## src/hdl/dnsrap_pkg.sv

```systemverilog
// dnsrap_pkg: types and constants of the DNS response address parser.
// Holds the item structs, parse phase enum, state struct and protocol codes.
// No dependencies.
`timescale 1ns / 1ps

package dnsrap_pkg;

    localparam int MAX_PACKET_BYTES_DEF = 2048;

    // Header byte positions of interest
    localparam int POS_QDCOUNT_LO = 5;
    localparam int POS_ANCOUNT_LO = 7;
    localparam int POS_HEADER_END = 11;

    localparam logic [7:0]  NAME_PTR_MARK = 8'hc0;
    localparam logic [15:0] RR_TYPE_A     = 16'h0001;
    localparam logic [15:0] RR_TYPE_CNAME = 16'h0005;
    localparam logic [15:0] QD_COUNT_ONE  = 16'h0001;

    localparam logic [15:0] QTAIL_BYTES   = 16'd4;
    localparam logic [15:0] QTYPE_LEFT    = 16'd2;
    localparam logic [15:0] TYPE_BYTES    = 16'd2;
    localparam logic [15:0] RR_REST_BYTES = 16'd8;
    localparam logic [15:0] ADDR_BYTES    = 16'd4;

    typedef enum logic [1:0] {
        ST_IGNORED   = 2'd0,
        ST_NO_ANSWER = 2'd1,
        ST_FOUND     = 2'd2,
        ST_NO_ADDR   = 2'd3
    } status_t;

    typedef enum logic [3:0] {
        PH_HEADER = 4'd0,
        PH_QNAME  = 4'd1,
        PH_QTAIL  = 4'd2,
        PH_ANAME  = 4'd3,
        PH_APTR   = 4'd4,
        PH_ARUN   = 4'd5,
        PH_ATYPE  = 4'd6,
        PH_CREST  = 4'd7,
        PH_CDATA  = 4'd8,
        PH_AREST  = 4'd9,
        PH_AADDR  = 4'd10,
        PH_DONE   = 4'd11
    } phase_t;

    typedef struct packed {
        logic [7:0] data_byte;
        logic       last_byte;
    } item_t;

    typedef struct packed {
        logic [1:0]  status;
        logic [31:0] address;
    } result_t;

    typedef struct packed {
        phase_t      parse_phase;
        logic [15:0] field_bytes_left;
        logic [15:0] word_assembly;
        logic        header_valid;
        logic [31:0] found_address;
        logic [1:0]  verdict;
    } parse_state_t;

    localparam parse_state_t PARSE_RESET = '{
        parse_phase:      PH_HEADER,
        field_bytes_left: 16'd0,
        word_assembly:    16'd0,
        header_valid:     1'b0,
        found_address:    32'd0,
        verdict:          2'd0
    };

endpackage

```

## src/hdl/dnsrap_step.sv

```systemverilog
// dnsrap_step: combinational parser step for one payload byte.
// Gives the next parse state and, on the last byte, the verdict.
// Depends on dnsrap_pkg.
`timescale 1ns / 1ps

module dnsrap_step #(
    parameter int MAX_PACKET_BYTES = dnsrap_pkg::MAX_PACKET_BYTES_DEF,
    localparam int POS_W = $clog2(MAX_PACKET_BYTES + 1)
) (
    input  dnsrap_pkg::parse_state_t state,
    input  logic [POS_W-1:0]         position,
    input  dnsrap_pkg::item_t        item,
    output dnsrap_pkg::parse_state_t state_next,
    output logic [POS_W-1:0]         position_next,
    output dnsrap_pkg::result_t      result
);

    dnsrap_pkg::parse_state_t st_c;
    logic [15:0] wa;
    logic [15:0] fbl_dec;
    logic        run;
    logic [1:0]  status;

    assign run     = position < POS_W'(MAX_PACKET_BYTES);
    assign wa      = {state.word_assembly[7:0], item.data_byte};
    assign fbl_dec = (state.field_bytes_left != 16'd0) ?
                     state.field_bytes_left - 16'd1 : 16'd0;

    always_comb
    begin
        st_c = state;
        if (run)
        begin
            st_c.word_assembly = wa;
            case (state.parse_phase)
                dnsrap_pkg::PH_HEADER:
                begin
                    if (position == POS_W'(dnsrap_pkg::POS_QDCOUNT_LO))
                        st_c.header_valid = (wa == dnsrap_pkg::QD_COUNT_ONE);
                    if (position == POS_W'(dnsrap_pkg::POS_ANCOUNT_LO))
                    begin
                        if (!state.header_valid)
                        begin
                            st_c.verdict     = dnsrap_pkg::ST_IGNORED;
                            st_c.parse_phase = dnsrap_pkg::PH_DONE;
                        end
                        else if (wa == 16'd0)
                        begin
                            st_c.verdict     = dnsrap_pkg::ST_NO_ANSWER;
                            st_c.parse_phase = dnsrap_pkg::PH_DONE;
                        end
                    end
                    if (position == POS_W'(dnsrap_pkg::POS_HEADER_END))
                        st_c.parse_phase = dnsrap_pkg::PH_QNAME;
                end
                dnsrap_pkg::PH_QNAME:
                begin
                    if (item.data_byte == 8'd0)
                    begin
                        st_c.parse_phase      = dnsrap_pkg::PH_QTAIL;
                        st_c.field_bytes_left = dnsrap_pkg::QTAIL_BYTES;
                    end
                end
                dnsrap_pkg::PH_QTAIL:
                begin
                    st_c.field_bytes_left = fbl_dec;
                    // question type complete when two bytes remain
                    if (fbl_dec == dnsrap_pkg::QTYPE_LEFT && wa != dnsrap_pkg::RR_TYPE_A)
                    begin
                        st_c.verdict     = dnsrap_pkg::ST_IGNORED;
                        st_c.parse_phase = dnsrap_pkg::PH_DONE;
                    end
                    else if (fbl_dec == 16'd0)
                        st_c.parse_phase = dnsrap_pkg::PH_ANAME;
                end
                dnsrap_pkg::PH_ANAME:
                begin
                    if (item.data_byte == dnsrap_pkg::NAME_PTR_MARK)
                        st_c.parse_phase = dnsrap_pkg::PH_APTR;
                    else if (item.data_byte == 8'd0)
                    begin
                        st_c.parse_phase      = dnsrap_pkg::PH_ATYPE;
                        st_c.field_bytes_left = dnsrap_pkg::TYPE_BYTES;
                    end
                    else
                        st_c.parse_phase = dnsrap_pkg::PH_ARUN;
                end
                dnsrap_pkg::PH_APTR:
                begin
                    st_c.parse_phase      = dnsrap_pkg::PH_ATYPE;
                    st_c.field_bytes_left = dnsrap_pkg::TYPE_BYTES;
                end
                dnsrap_pkg::PH_ARUN:
                begin
                    if (item.data_byte == 8'd0)
                    begin
                        st_c.parse_phase      = dnsrap_pkg::PH_ATYPE;
                        st_c.field_bytes_left = dnsrap_pkg::TYPE_BYTES;
                    end
                end
                dnsrap_pkg::PH_ATYPE:
                begin
                    st_c.field_bytes_left = fbl_dec;
                    if (fbl_dec == 16'd0)
                    begin
                        if (wa == dnsrap_pkg::RR_TYPE_CNAME)
                        begin
                            st_c.parse_phase      = dnsrap_pkg::PH_CREST;
                            st_c.field_bytes_left = dnsrap_pkg::RR_REST_BYTES;
                        end
                        else if (wa == dnsrap_pkg::RR_TYPE_A)
                        begin
                            st_c.parse_phase      = dnsrap_pkg::PH_AREST;
                            st_c.field_bytes_left = dnsrap_pkg::RR_REST_BYTES;
                        end
                        else
                        begin
                            st_c.verdict     = dnsrap_pkg::ST_NO_ADDR;
                            st_c.parse_phase = dnsrap_pkg::PH_DONE;
                        end
                    end
                end
                dnsrap_pkg::PH_CREST:
                begin
                    st_c.field_bytes_left = fbl_dec;
                    // last byte of class/TTL/rdlength: wa holds rdlength
                    if (fbl_dec == 16'd0)
                    begin
                        st_c.field_bytes_left = wa;
                        st_c.parse_phase = (wa != 16'd0) ? dnsrap_pkg::PH_CDATA
                                                         : dnsrap_pkg::PH_ANAME;
                    end
                end
                dnsrap_pkg::PH_CDATA:
                begin
                    st_c.field_bytes_left = fbl_dec;
                    if (fbl_dec == 16'd0)
                        st_c.parse_phase = dnsrap_pkg::PH_ANAME;
                end
                dnsrap_pkg::PH_AREST:
                begin
                    st_c.field_bytes_left = fbl_dec;
                    if (fbl_dec == 16'd0)
                    begin
                        st_c.parse_phase      = dnsrap_pkg::PH_AADDR;
                        st_c.field_bytes_left = dnsrap_pkg::ADDR_BYTES;
                        st_c.found_address    = 32'd0;
                    end
                end
                dnsrap_pkg::PH_AADDR:
                begin
                    st_c.found_address    = {state.found_address[23:0], item.data_byte};
                    st_c.field_bytes_left = fbl_dec;
                    if (fbl_dec == 16'd0)
                    begin
                        st_c.verdict     = dnsrap_pkg::ST_FOUND;
                        st_c.parse_phase = dnsrap_pkg::PH_DONE;
                    end
                end
                default:
                begin
                end
            endcase
        end

        if (st_c.parse_phase == dnsrap_pkg::PH_DONE)
            status = st_c.verdict;
        else if (st_c.parse_phase >= dnsrap_pkg::PH_ANAME &&
                 st_c.parse_phase <= dnsrap_pkg::PH_AREST)
            status = dnsrap_pkg::ST_NO_ADDR;
        else
            status = dnsrap_pkg::ST_IGNORED;

        result.status  = status;
        result.address = (status == dnsrap_pkg::ST_FOUND) ? st_c.found_address : 32'd0;

        // the last byte closes the payload and rearms the parser
        if (item.last_byte)
        begin
            state_next    = dnsrap_pkg::PARSE_RESET;
            position_next = '0;
        end
        else
        begin
            state_next    = st_c;
            position_next = run ? position + POS_W'(1) : position;
        end
    end

endmodule

```

## src/hdl/dnsrap_out.sv

```systemverilog
// dnsrap_out: result register between the parser and the result channel.
// Holds one verdict until taken; frees itself in the cycle it is taken.
// Depends on dnsrap_pkg.
`timescale 1ns / 1ps

module dnsrap_out (
    input  logic                clk,
    input  logic                rst_n,
    input  logic                load,
    input  dnsrap_pkg::result_t load_data,
    output logic                space,
    output logic                result_valid,
    input  logic                result_ready,
    output dnsrap_pkg::result_t result
);

    logic                valid_reg;
    logic                valid_next;
    dnsrap_pkg::result_t data_reg;

    assign space      = !valid_reg || result_ready;
    assign valid_next = load || (valid_reg && !result_ready);

    always_ff @(posedge clk or negedge rst_n)
    begin
        if (!rst_n)
            valid_reg <= 1'b0;
        else
            valid_reg <= valid_next;
    end

    always_ff @(posedge clk)
    begin
        if (load)
            data_reg <= load_data;
    end

    assign result_valid = valid_reg;
    assign result       = data_reg;

endmodule

```

## src/hdl/dns_response_address_parser.sv

```systemverilog
// DNS response address parser: takes a UDP payload one byte per item and
// gives one verdict item (status, IPv4 address) for the byte marked last.
// The parser takes one byte every cycle unless held off: each byte advances
// the parse state registers through one step of logic, and the verdict is
// written into a result register by the clock edge that accepts the last
// byte. Input is held off only while that result register is full and not
// being taken. Bytes beyond MAX_PACKET_BYTES are accepted but not parsed.
// Depends on dnsrap_pkg, dnsrap_step, dnsrap_out.
`timescale 1ns / 1ps

module dns_response_address_parser #(
    parameter int MAX_PACKET_BYTES = dnsrap_pkg::MAX_PACKET_BYTES_DEF
) (
    input  logic                clk,
    input  logic                rst_n,
    input  logic                item_valid,
    output logic                item_ready,
    input  dnsrap_pkg::item_t   item,
    output logic                result_valid,
    input  logic                result_ready,
    output dnsrap_pkg::result_t result
);

    localparam int POS_W = $clog2(MAX_PACKET_BYTES + 1);

    dnsrap_pkg::parse_state_t state_reg;
    dnsrap_pkg::parse_state_t state_next;
    logic [POS_W-1:0]         position_reg;
    logic [POS_W-1:0]         position_next;
    dnsrap_pkg::result_t      step_result;
    logic                     accept;
    logic                     space;

    assign item_ready = space;
    assign accept     = item_valid && space;

    dnsrap_step #(
        .MAX_PACKET_BYTES (MAX_PACKET_BYTES)
    ) u_step (
        .state         (state_reg),
        .position      (position_reg),
        .item          (item),
        .state_next    (state_next),
        .position_next (position_next),
        .result        (step_result)
    );

    always_ff @(posedge clk or negedge rst_n)
    begin
        if (!rst_n)
        begin
            state_reg    <= dnsrap_pkg::PARSE_RESET;
            position_reg <= '0;
        end
        else if (accept)
        begin
            state_reg    <= state_next;
            position_reg <= position_next;
        end
    end

    dnsrap_out u_out (
        .clk          (clk),
        .rst_n        (rst_n),
        .load         (accept && item.last_byte),
        .load_data    (step_result),
        .space        (space),
        .result_valid (result_valid),
        .result_ready (result_ready),
        .result       (result)
    );

endmodule
```

## config.mk

```make
export PLATFORM = sky130hd
export DESIGN_NAME = dns_response_address_parser
export DESIGN_NICKNAME = d
export VERILOG_FILES = /design/src/hdl/dnsrap_pkg.sv /design/src/hdl/dnsrap_step.sv /design/src/hdl/dnsrap_out.sv /design/src/hdl/dns_response_address_parser.sv
export SDC_FILE = /design/constraint.sdc
export NUM_CORES = 1
export LEC_CHECK = 0
export BUFFER_PORTS_ARGS = -buffer_cell sky130_fd_sc_hd__buf_2
export CORE_UTILIZATION = 63
export CTS_BUF_LIST = sky130_fd_sc_hd__clkbuf_8
export DETAILED_ROUTE_END_ITERATION = 8
export PLACE_DENSITY_LB_ADDON = 0.15
export SLEW_MARGIN = 20
export SYNTH_ARGS = -nofsm -noshare
export SYNTH_HDL_FRONTEND = slang
export SYNTH_SLANG_ARGS = --single-unit
```

## constraint.sdc

```tcl
create_clock -name clk -period 5.2 [get_ports clk]
set_input_delay 1.04 -clock clk [delete_from_list [all_inputs] [get_ports clk]]
set_output_delay 1.04 -clock clk [all_outputs]
set_load 0.1 [all_outputs]
```

* After elaboration in Yosys (flattened, before gate mapping)
Cells that the tools add are included.
Word-level totals: bits in registers 110, bits of input ports 13, output and inout bits 36, word-level logic and storage cells 104
Operators by class: add/subtract/negate cells 2, $lt $le $gt $ge 3, eq/ne operators 24, muxes and demuxes 42, reductions and logical operators 23
Operators by type and width (count):
- two-way mux 71 bit | 2
- one-hot mux 16 bit (8 select lines) | 1
- two-way mux 20 bit | 6
- two-way mux 16 bit | 4
- one-hot mux 32 bit (2 select lines) | 1
- one-hot mux 4 bit (11 select lines) | 1
- two-way mux 4 bit | 9
- zero test 16 bit | 2
- two-way mux 32 bit | 1
- nonzero test 16 bit | 2
- == test 12 x 3 -> 1 bit, second input constant | 2
- two-way mux 12 bit | 2
- two-way mux 2 bit | 12
- == test 16 x 1 -> 1 bit, second input constant | 1
- == test 16 x 2 -> 1 bit, second input constant | 1
- == test 16 x 3 -> 1 bit, second input constant | 1
- == test 4 x 3 -> 1 bit, second input constant | 4
- == test 4 bit, second input constant | 4
- inequality test 16 x 1 -> 1 bit, second input constant | 1
- subtractor 16 x 1 -> 16 bit, second input constant | 1
- adder 12 x 1 -> 12 bit, second input constant | 1
- == test 12 x 4 -> 1 bit, second input constant | 1
- less-than comparator 12 bit, second input constant | 1
- inequality test 3 x 2 -> 1 bit, second input constant | 3
- 20 further kinds | 30

* Logic depth before layout (Yosys ltp)
word-level depth 12, gate-level depth with buffers 13, mapped depth without buffers 11

* Hierarchy
Synthesis repeated with hierarchy kept, for this count alone.
Second synthesis, totals: cell total of the unflattened synthesis 752, area, all modules 7776.2 um2
Modules (own cells, without submodules):
- dns_response_address_parser | instances 1, cells each 177, area each 3379.5 um2, sequential area each 2077.0 um2
- dnsrap_step | instances 1, cells each 538, area each 3328.2 um2, sequential area each 0.0 um2
- dnsrap_out | instances 1, cells each 37, area each 1068.5 um2, sequential area each 1046.0 um2

* Worst setup path after synthesis
Ideal clock, no wire load.
kind input -> register, start in result_ready, end reg u_out.data_reg (netlist bit u_out.result[0]) (enable), setup time 0.412 ns, arrival time 3.651 ns, data required time 4.788 ns, setup slack 1.137 ns, stages 6, buffers on the path 2, path through nand2b_1 and2_1 clkbuf_1 nand2_1 inv_1 clkbuf_1
Between the ends: word-level cells in the longest chain between the ends 3
Ends and longest elaborated chain:
- start: declaration | line dns_response_address_parser.sv:20 | input logic result_ready,
- logical OR 1 bit | line dnsrap_out.sv:21 | assign space = !valid_reg || result_ready;
- logical AND 1 bit | line dns_response_address_parser.sv:35 | assign accept = item_valid && space;
- logical AND 1 bit | line dns_response_address_parser.sv:65 | .load (accept && item.last_byte),
- named net u_out.load | line dnsrap_out.sv:9 | input logic load,
- end signal: assignment | line dnsrap_out.sv:35 | data_reg <= load_data;
- end: declaration | line dnsrap_out.sv:19 | dnsrap_pkg::result_t data_reg;
The timed path passes the listed nets, and every way through them passes these cells. A chain may end at the register's enable or synchronous reset.

* Worst setup path after layout
start reg state_reg[53] (netlist name), end reg u_out.data_reg (netlist bit u_out.result[12]), data pin
Between the ends: word-level cells in the longest chain between the ends 12, elaborated cells on any way between the ends 27, those cells by class 1 x add/sub; 2 x order compare; 3 x eq/ne; 17 x mux; 4 x reduce/logical
Ends and longest elaborated chain:
- start: declaration | line dns_response_address_parser.sv:26 | dnsrap_pkg::parse_state_t state_reg;
- start signal: assignment | line dns_response_address_parser.sv:52 | state_reg <= dnsrap_pkg::PARSE_RESET;
- start signal: assignment | line dns_response_address_parser.sv:57 | state_reg <= state_next;
- subtractor 16 x 1 -> 16 bit / nonzero test 16 bit (equally long branches) | line dnsrap_step.sv:27, dnsrap_step.sv:26
- two-way mux 16 bit (*) | line dnsrap_step.sv:26 | assign fbl_dec = (state.field_bytes_left != 16'd0) ?
- zero test 16 bit / == test 16 x 2 -> 1 bit (equally long branches)
- two-way mux 4 bit / logical AND 1 bit (equally long branches) | line dnsrap_step.sv:73, dnsrap_step.sv:137, dnsrap_step.sv:68
- two-way mux 4 bit | line dnsrap_step.sv:68 | if (fbl_dec == dnsrap_pkg::QTYPE_LEFT && wa != dnsrap_pkg::RR_TYPE_A)
- one-hot mux 4 bit (11 select lines) | line dnsrap_step.sv:35 | case (state.parse_phase)
- two-way mux 71 bit (*) | line dnsrap_step.sv:32 | if (run)
- >= comparator 4 x 2 -> 1 bit / less-or-equal comparator 4 bit (equally long branches) | line dnsrap_step.sv:168, dnsrap_step.sv:169
- logical AND 1 bit | line dnsrap_step.sv:168 | else if (st_c.parse_phase >= dnsrap_pkg::PH_ANAME &&
- two-way mux 2 bit | line dnsrap_step.sv:168
- two-way mux 2 bit | line dnsrap_step.sv:166 | if (st_c.parse_phase == dnsrap_pkg::PH_DONE)
- == test 2 bit | line dnsrap_step.sv:175 | result.address = (status == dnsrap_pkg::ST_FOUND) ? st_c.found_address : 32'd0;
Every way passes the cells marked *; elsewhere a longest branch is shown, timed or not. The select of a mux whose other input is x is not followed.

==> results.toml <==
[global_route]
grt.total_usage_pct = 34.77
grt_max_degree = 77
grt_pass1_vias = 5036
grt_pass1_wl_um = 27420
grt-ovfl-total = 0
antenna_found_initial = 0

[setup_path]
max_stage_delay_ps = 620
path_class = "reg -> reg"
crit_family = "simple AND/OR/NAND/NOR gates"
critPathArrivalTime_ps = 4650
worstSetupEndpointType = "flip-flop"
worstSetupStartpoint = "state_reg[53]"
cpMostUsedCell = "o31a_1"
crit_fanout = 32
regToRegStartpoint = "state_reg[53]"
crit_chain = "or4_1, buf_4, o31a_1, a2111oi_2, nand4_1, o31ai_1, o31a_1, o31a_1, nand3_4, nor3_2"
path_buf_inv = 1
slowest_stage = "o31ai_1"
start_kind = "flip-flop"
cp.required_ps = 5410

[job]
maxCapViolations = 0

[floorplanning]
die_width_um = 102.5
dieArea_um2 = 10500
dieHeight_um = 102.5
coreArea_um2 = 9774
boundaryPins = 49
rows = 36
start_util_pct = 65.04

[clocking]
post_cts_buffers = 0
cts_tree = "yes"
cts_buffer_depth = 2
worstSkewPairLatency_ps = 400
postCtsHoldBufs = 0
clock-root-buffer = "clkbuf_8"
numCtsBuffers = 9
h-tree-depth = 3
path_clk_slew_ps = 120
cts_resized = 0
clock-sinks = 110

[placed_design]
hpwl_um = 11820
io_buffers = 48
pre_cts_ws_ps = 894.1
gp_congestion = 1.035

[synthesis]
synth_cell_types = 76
yosys.area_share.simple_pct = 20.11
yosysWarnings = 0
synth-seq-area-share_pct = 45.98
syn_area_um2 = 6357
synth_top_family_by_area = "compound AO/OA/AOI/OAI gates"
synthArstFlopShare_pct = 69.09
synth_xor_area_share_pct = 2.480
synth_flop_cell = "dfrtp_1"
synthMuxAreaShare_pct = 0.3149
synthCells = 631
synth_compound_area_share_pct = 25.57
ys_ff_latch = 110
syn_area_per_cell_um2 = 10.08
synthesis.nets = 648
yosys.area_share.adder_pct = 0.7872
synth_edf_count = 34

[timing]
relSlewSlack_pct = 32.06
slew_viol_final = 0
skew_ps = 20.52
finalSetupViolCount = 0
period_needed_ps = 4450
period_share_pct = 85.58
rsz0062_at_grt = "no"
fmaxAchievable_mhz = 224.7
worst_slack_ps = 750.1
worstMarginPinSlew_ps = 1015
finalSetupTns_ps = 0
finalHoldViolations = 0

[detailed_routing]
vias = 5539
drt-total-wl_um = 17510
drtAntennaViolNets = 0
drt-initial-drc-count = 621
post_drt_via_cell_ratio = 7.011
drc = 0
drtPass1Iterations = 5
avgRoutedWirePerCell_um = 22.17

[cells_and_area]
diodes = 0
mostFrequentLayoutCell = "dfrtp_1"
fill_cells = 753
layout-drive-gt1-share_pct = 19.79
synthToLayoutAreaGrowth_pct = 7.243
final_cell_mix = "76 x dfrtp_1, 47 x buf_2, 45 x nand2_1"
seqCellArea_um2 = 2923
largest_register_ffs = 63
nets = 669
multi_input_area_um2 = 3144

[hold_path]
hp-class = "reg -> reg"
hp-start = "state_reg[29]"

[pwr]
switchingPower_mw = 1.134
power_frac_comb_pct = 41.5
power_per_cell_area_nw_per_um2 = 382.4
internal_power_mw = 1.474
pwr-share-clk_pct = 18.8
swShare_pct = 43.48
p_seq_share_pct = 39.8
leakage_nw = 2.604
ir_drop_mv = 0.3776

[run_status]
status = "completed"
## area by class of cell
cell class / instances / area share [%]
multi-input combinational: 455 / 46.12
sequential: 110 / 42.87
timing repair buffer: 62 / 5.102
tap: 133 / 2.441
clock buffer: 9 / 1.817
clock inverter: 7 / 0.8809
inverter: 14 / 0.7708
## through the flow
stage          utilization, %  cells  instance area [um2]  total power, mW  hold slack, ps
2_1_floorplan               -    631                 6357            1.824           465.9
3_3_place_gp            67.87    774                 6634            2.080           483.4
3_5_place_dp            67.87    774                 6634            2.088           482.9
4_1_cts                 69.75    790                 6818            2.577           516.0
5_1_grt                 69.75    790                 6818            2.733           539.3
6_report                69.75    790                 6818            2.607           516.9
## synth_stat cells, types with 5 or more instances
| cell type | n | area share, % |
|---|---|---|
| nor3_2 | 30 | 4.7 |
| a22o_1 | 42 | 5.8 |
| inv_1 | 13 | 0.77 |
| edfxtp_1 | 34 | 16 |
| o21ai_0 | 29 | 2.3 |
| a31oi_1 | 6 | 0.59 |
| clkbuf_1 | 33 | 1.9 |
| xnor2_1 | 7 | 0.96 |
| buf_2 | 10 | 0.79 |
| nand4_1 | 13 | 1.3 |
| xor2_1 | 11 | 1.5 |
| nor4_1 | 11 | 1.1 |
| o31a_1 | 5 | 0.69 |
| nor3b_1 | 5 | 0.59 |
| nor3_1 | 20 | 1.6 |
| or4_1 | 8 | 0.94 |
| a21oi_1 | 32 | 2.5 |
| nand3_1 | 12 | 0.94 |
| o31ai_1 | 8 | 0.94 |
| nand2_1 | 45 | 2.7 |
| a22oi_1 | 43 | 5.1 |
| dfrtp_1 | 76 | 30 |
| nor2_1 | 42 | 2.5 |
## worst paths after layout
kind / end / slack, ps / cells past startpoint
min in group asynchronous: state_reg[65] / 770 / 1
worst max-delay path: u_out.result[12] / 750 / 10
worst min-delay path: state_reg[29] / 520 / 1
worst min register to register: state_reg[29] / 520 / 1
worst max register to register: u_out.result[12] / 750 / 10
max in group asynchronous: position_reg[6] / 3770 / 1
## kinds of logic (layout without fill, tap and decap cells)
kind of cell | count (synthesis) | count (layout)
AND/OR/NAND/NOR | 216 | 216
AO/OA/AOI/OAI | 215 | 215
flip-flops | 110 | 110
buffers and inverters | 66 | 92
XOR/XNOR | 18 | 18
adder cells (fa/ha/maj) | 4 | 4
multiplexers | 2 | 2
## power groups by stage
stage / registers, mW / clock network (mW) / logic, mW
final: 1.04 / 0.490 / 1.08
after global routing: 1.04 / 0.527 / 1.16
after detailed placement: 1.05 / 0 / 1.04
after CTS: 1.03 / 0.497 / 1.05
after global placement: 1.05 / 0 / 1.03
after floorplan: 1.08 / 0 / 0.746
## layer usage
layer  track usage, %  part of all wire (%)
met5                0                     0
met4            11.87                   2.3
met3            7.250                   8.4
met2            52.10                    46
met1            50.16                    44
(Power assumes the default switching activity.)
